===== src/blr_pkg.sv =====
// shared types, constants and the control program of the rate-limited lowpass
// no dependencies; used by the sequencer, the datapath and the top level

package blr_pkg;

  // data and arithmetic widths
  localparam int DATA_WIDTH = 32;
  localparam int OPND_W     = 33;
  localparam int PROD_W     = 66;
  localparam int ACC_W      = 80;
  localparam int TMP_W      = 64;
  localparam int INTEG_W    = 48;
  localparam int WIDE_LIMIT = 62;
  localparam int DECAY_FRAC = 30;

  // 0.95 in Q0.30
  localparam logic signed [OPND_W-1:0] DECAY_Q = 33'sd1020054733;

  // configuration port
  localparam int CFG_IDX_W  = 3;
  localparam int CFG_DATA_W = 32;

  typedef enum logic [CFG_IDX_W-1:0] {
    REG_COEF_B0,
    REG_COEF_A1,
    REG_COEF_A2,
    REG_INTEGRAL_GAIN,
    REG_MAX_STEP
  } reg_idx_e;

  // multiplier operand selects
  typedef enum logic [2:0] {
    OPA_B0, OPA_B0X2, OPA_A1, OPA_A2, OPA_KI, OPA_DECAY
  } opa_e;

  typedef enum logic [2:0] {
    OPB_X, OPB_D1, OPB_D2, OPB_Y, OPB_Y2, OPB_DIFF, OPB_SUMLO, OPB_SUMHI
  } opb_e;

  // accumulator operation on the registered product
  typedef enum logic [2:0] {
    AC_HOLD, AC_LOAD, AC_LOADH, AC_ADD, AC_SUB
  } acc_op_e;

  // datapath actions
  typedef enum logic [2:0] {
    ACT_NONE,  // nothing
    ACT_RND,   // temp <= rounded accumulator
    ACT_STEP,  // limited increment
    ACT_OUT,   // output history update
    ACT_DIFF,  // temp <= sample minus output
    ACT_IADD,  // temp <= saturated integral plus temp
    ACT_DECAY, // integral <= decayed sum, input history shift, result
    ACT_LOAD   // load base value, result
  } act_e;

  typedef struct packed {
    logic    wait_in;
    logic    br_load;
    logic    fin;
    opa_e    opa;
    opb_e    opb;
    acc_op_e acc_op;
    act_e    act;
  } uword_t;

  typedef struct packed {
    uword_t word;
    logic   fire;
  } cmd_t;

  // program counter
  localparam int PC_W = 5;
  localparam logic [PC_W-1:0] PC_IDLE = 5'd0;
  localparam logic [PC_W-1:0] PC_LOAD = 5'd19;

  // control store: one word per step
  function automatic uword_t ucode(input logic [PC_W-1:0] pc);
    uword_t w;
    w = '{wait_in: 1'b0, br_load: 1'b0, fin: 1'b0, opa: OPA_B0, opb: OPB_X,
          acc_op: AC_HOLD, act: ACT_NONE};
    unique case (pc)
      5'd0:  w.wait_in = 1'b1;
      5'd1:  begin
        w.br_load = 1'b1;
        w.opa = OPA_B0;
        w.opb = OPB_X;
      end
      5'd2:  begin
        w.opa = OPA_B0X2;
        w.opb = OPB_D1;
        w.acc_op = AC_LOAD;
      end
      5'd3:  begin
        w.opa = OPA_B0;
        w.opb = OPB_D2;
        w.acc_op = AC_ADD;
      end
      5'd4:  begin
        w.opa = OPA_A1;
        w.opb = OPB_Y;
        w.acc_op = AC_ADD;
      end
      5'd5:  begin
        w.opa = OPA_A2;
        w.opb = OPB_Y2;
        w.acc_op = AC_SUB;
      end
      5'd6:  w.acc_op = AC_SUB;
      5'd7:  w.act = ACT_RND;
      5'd8:  w.act = ACT_STEP;
      5'd9:  w.act = ACT_OUT;
      5'd10: w.act = ACT_DIFF;
      5'd11: begin
        w.opa = OPA_KI;
        w.opb = OPB_DIFF;
      end
      5'd12: w.acc_op = AC_LOAD;
      5'd13: w.act = ACT_RND;
      5'd14: w.act = ACT_IADD;
      5'd15: begin
        w.opa = OPA_DECAY;
        w.opb = OPB_SUMHI;
      end
      5'd16: begin
        w.opa = OPA_DECAY;
        w.opb = OPB_SUMLO;
        w.acc_op = AC_LOADH;
      end
      5'd17: w.acc_op = AC_ADD;
      5'd18: begin
        w.act = ACT_DECAY;
        w.fin = 1'b1;
      end
      5'd19: begin
        w.act = ACT_LOAD;
        w.fin = 1'b1;
      end
      default: w.act = ACT_NONE;
    endcase
    return w;
  endfunction

endpackage


===== src/blr_seq.sv =====
// step counter and control store readout for the rate-limited lowpass
// depends on blr_pkg for the control word and the program

module blr_seq (
  input  logic          clk_i,
  input  logic          rst_ni,
  input  logic          in_valid_i,
  input  logic          opcode_i,
  input  logic          out_busy_i,
  output logic          in_stall_o,
  output blr_pkg::cmd_t cmd_o
);

  logic [blr_pkg::PC_W-1:0] pc_q, pc_d;
  logic                     op_q;
  blr_pkg::uword_t          word;
  logic                     hold;

  // current control word and stall conditions
  always_comb begin
    word = blr_pkg::ucode(pc_q);
    hold = (word.wait_in && !in_valid_i) || (word.fin && out_busy_i);
  end

  // next step: hold, return to idle, branch to load, or fall through
  always_comb begin
    priority if (hold) begin
      pc_d = pc_q;
    end else if (word.fin) begin
      pc_d = blr_pkg::PC_IDLE;
    end else if (word.br_load && op_q) begin
      pc_d = blr_pkg::PC_LOAD;
    end else begin
      pc_d = pc_q + 1'b1;
    end
  end

  always_ff @(posedge clk_i or negedge rst_ni) begin
    if (!rst_ni) begin
      pc_q <= blr_pkg::PC_IDLE;
      op_q <= 1'b0;
    end else begin
      pc_q <= pc_d;
      if (word.wait_in && in_valid_i) begin
        op_q <= opcode_i;
      end
    end
  end

  assign in_stall_o  = !word.wait_in;
  assign cmd_o.word  = word;
  assign cmd_o.fire  = !hold;

endmodule


===== config.mk =====
export PLATFORM = sky130hd
export DESIGN_NAME = blr_seq
export DESIGN_NICKNAME = d
export VERILOG_FILES = /design/src/blr_pkg.sv /design/src/blr_seq.sv
export SDC_FILE = /design/constraint.sdc
export NUM_CORES = 1
export LEC_CHECK = 0
export BUFFER_PORTS_ARGS = -buffer_cell sky130_fd_sc_hd__buf_2
export CORE_MARGIN = 2
export CORE_UTILIZATION = 30
export DETAILED_ROUTE_END_ITERATION = 10
export SLEW_MARGIN = 20
export SYNTH_ARGS = -nofsm -noshare
export SYNTH_HDL_FRONTEND = slang
export SYNTH_SLANG_ARGS = --single-unit

===== constraint.sdc =====
create_clock -name clk_i -period 3.2 [get_ports clk_i]
set_input_delay 0.32 -clock clk_i [delete_from_list [all_inputs] [get_ports clk_i]]
set_output_delay 0.32 -clock clk_i [all_outputs]
set_load 0.005 [all_outputs]

==> reports/results.ini <==
[status]
outcome = finished clean

[setup_path]
crit_buf_inv = 1
cp_data_required_time_ns = 2.88
worst_setup_path_start_kind = register
worst_path_most_repeated_cell = ha_1
cp_num_cells = 7
cp_max_fo = 7
slowest_delay_ns = 0.45
worstSetupEndpointType = primary output
slowest_stage = dfrtp_1
crit_family = adder cells
critical_path_class = register to primary output
crit_chain = ha_1 > nand2_1 > nor2_1 > ha_1 > a21o_1 > a41o_1 > buf_2
r2r_cells = 6
arrival_ns = 1.89

[synthesis]
syn_area_sq_um = 627
synth-xor-area-share_pct = 2.79
yosys.area_share.adder_pct = 9.98
synthCells = 79
synth-compound-area-share_pct = 25.9
ys_seq_area_share_pct = 24.0
async_flop_share_pct = 100
ys_types = 32
syn-mean-instance-area_sq_um = 7.93
synth_simple_gate_area_share_pct = 27.9
synth_seq_cells = 6
yosys-mux-area-fraction_pct = 3.39
synth_top_family_by_area = simple AND/OR/NAND/NOR gates
synth_most_common_cell = nand2_1
ys.flop_type = dfrtp_1
synth_enable_flop_cells = 0
synth.area.top_cells = dfrtp_1 24%, ha_1 10%, nand2_1 6.6%
yosysTopAreaCell = dfrtp_1
yosys_warnings = 0
synth_top_area_share_pct = 24.0
synthesis.nets = 89
synthTopCellsByCount = 11 x nand2_1, 6 x dfrtp_1, 6 x nor2_1, 5 x ha_1

[layout]
post-route-util_pct = 39.9
nNetsFinal = 113
stdcell_area_sq_um = 783
post_route_cells_drive_above_1_share_pct = 30.7
syn_to_final_growth_pct = 25.0
num_antenna_cells = 0

[timing]
rsz0062_at_grt = false
fin_tns_setup_ns = 0
hold_viol_final = 0
layout_min_cycle_time_ns = 2.21
fin_skew_ns = 0.00569
finalSetupViolations = 0
relSlewSlack_pct = 62.7
whs_ns = 0.311
fin_crit_sh_pct = 69.1
slew_viol_final = 0
fmax_mhz = 452
tightest_slew_ns = 0.560

[floorplanning]
die_x_microns = 49.7
dieHeight_microns = 49.7
core_area_sq_mm = 0.00196
fp.dieArea_sq_mm = 0.00247
initial_core_util_pct = 32.0
boundaryPins = 22
row_count = 16

[global_routing]
grt_pass1_vias = 597
grt_max_degree = 17
grt_usage_pct = 13.7
antenna_found_initial = 0
grt_first_pass_wirelength_mm = 2.66
overflow = 0

[clocking]
cts-resized-gates = 0
cts_tree = yes
clkTransAtPathRegs_ns = 0.05
clockRootBuffer = clkbuf_4
clockBufferDepth = 2
insertion_delay_ns = 0.25
hold_buffers = 1
numClockSinks = 6
post_cts_buffers = 0
cts_buffers = 3
htreeDepth = 1

[route]
ant_nets = 0
drtPass1Iterations = 3
num_vias = 636
route.final.wire_length_mm = 1.52
drtIter0Drc = 4
vias_per_cell = 4.97
wire_per_inst_microns = 11.9
drcViolationCount = 0

[min_path]
whs_path_depth = 2
min_path_type = input port to register

[pwr]
p_leak_nw = 0.419
p_total_mw = 0.824
max-vdd-ir-drop_mv = 0.481
power_density_mw_per_mm2 = 1050

[place]
numPortBuffers = 21
dp_hpwl_mm = 1.18
place_area_sq_um = 751
place_congestion = 0.797

[run]
drv_cap = 0

==> worst register-to-register path, stage by stage (launching register included) <==
cell,delay [ns]
dfrtp_1,0.45
inv_1,0.11
ha_1,0.27
nor2_1,0.10
nor3_4,0.33
nor2_2,0.11
a221o_1,0.31
==> where the power goes <==
group          total [mW]  leakage, nW  switching, mW  internal (mW)
sequential          0.216       0.0719         0.0996          0.116
clock              0.0695       0.0138         0.0271         0.0424
combinational       0.539        0.333          0.275          0.264
==> per-stage QoR <==
step / worst slack, ns / instances
final: 0.990 / 128
after global routing: 0.866 / 128
after CTS: 0.968 / 128
after detailed placement: 1.23 / 124
after global placement: 1.31 / 124
after floorplan: 1.46 / 79
==> state kept, by name, indices dropped and copies added (netlist names) <==
register  cells
op_q          1
pc_q          5
==> per-layer routing <==
layer | global-route usage [%] | wire length [microns] | share of wire (%)
met4 | 6.94 | 0 | 0
met5 | 0 | 0 | 0
met2 | 22.2 | 721 | 47
met3 | 1.52 | 93 | 6.1
met1 | 17.7 | 706 | 46
==> cell usage in the layout (no fill, tap or decap), drive strengths merged <==
master,n
nand3,2
nand2b,4
xnor2,1
o2bb2ai,1
ha,5
dlygate4sd3,1
nand2,11
o21ai,1
nor4b,1
and3,3
a221o,1
mux2i,1
a21oi,3
buf,21
nor3,3
o21bai,3
mux2,1
inv,6
dfrtp,6
xor2,1
a31oi,2
a21boi,1
clkbuf,3
a21o,3
nor2,8
a22o,1
a41o,1
a22oi,2
o22ai,4
==> logic make-up after synthesis <==
group / after synthesis
simple gates: 32
buf+inv: 9
compound gates: 23
fa+ha+maj: 5
xor+xnor: 2
mux: 2
flops: 6
==> worst paths after layout <==
check,start,end,slack (ns)
setup / recovery,pc_q[0],cmd_o[9],0.99
hold / removal,opcode_i,op_q,0.31
setup reg to reg,pc_q[0],pc_q[0],1.40
hold reg to reg,op_q,op_q,0.51
max in group asynchronous,rst_ni,pc_q[3],2.62
min in group asynchronous,rst_ni,pc_q[4],0.43
==> final cells by class <==
class                      count  area [sq um]
tap                           27          33.8
timing repair buffer          22           115
clock buffer                   3          22.5
multi-input combinational     64           439
inverter                       6          22.5
sequential                     6           150
fill                         240          1180
(Power assumes the default switching activity.)
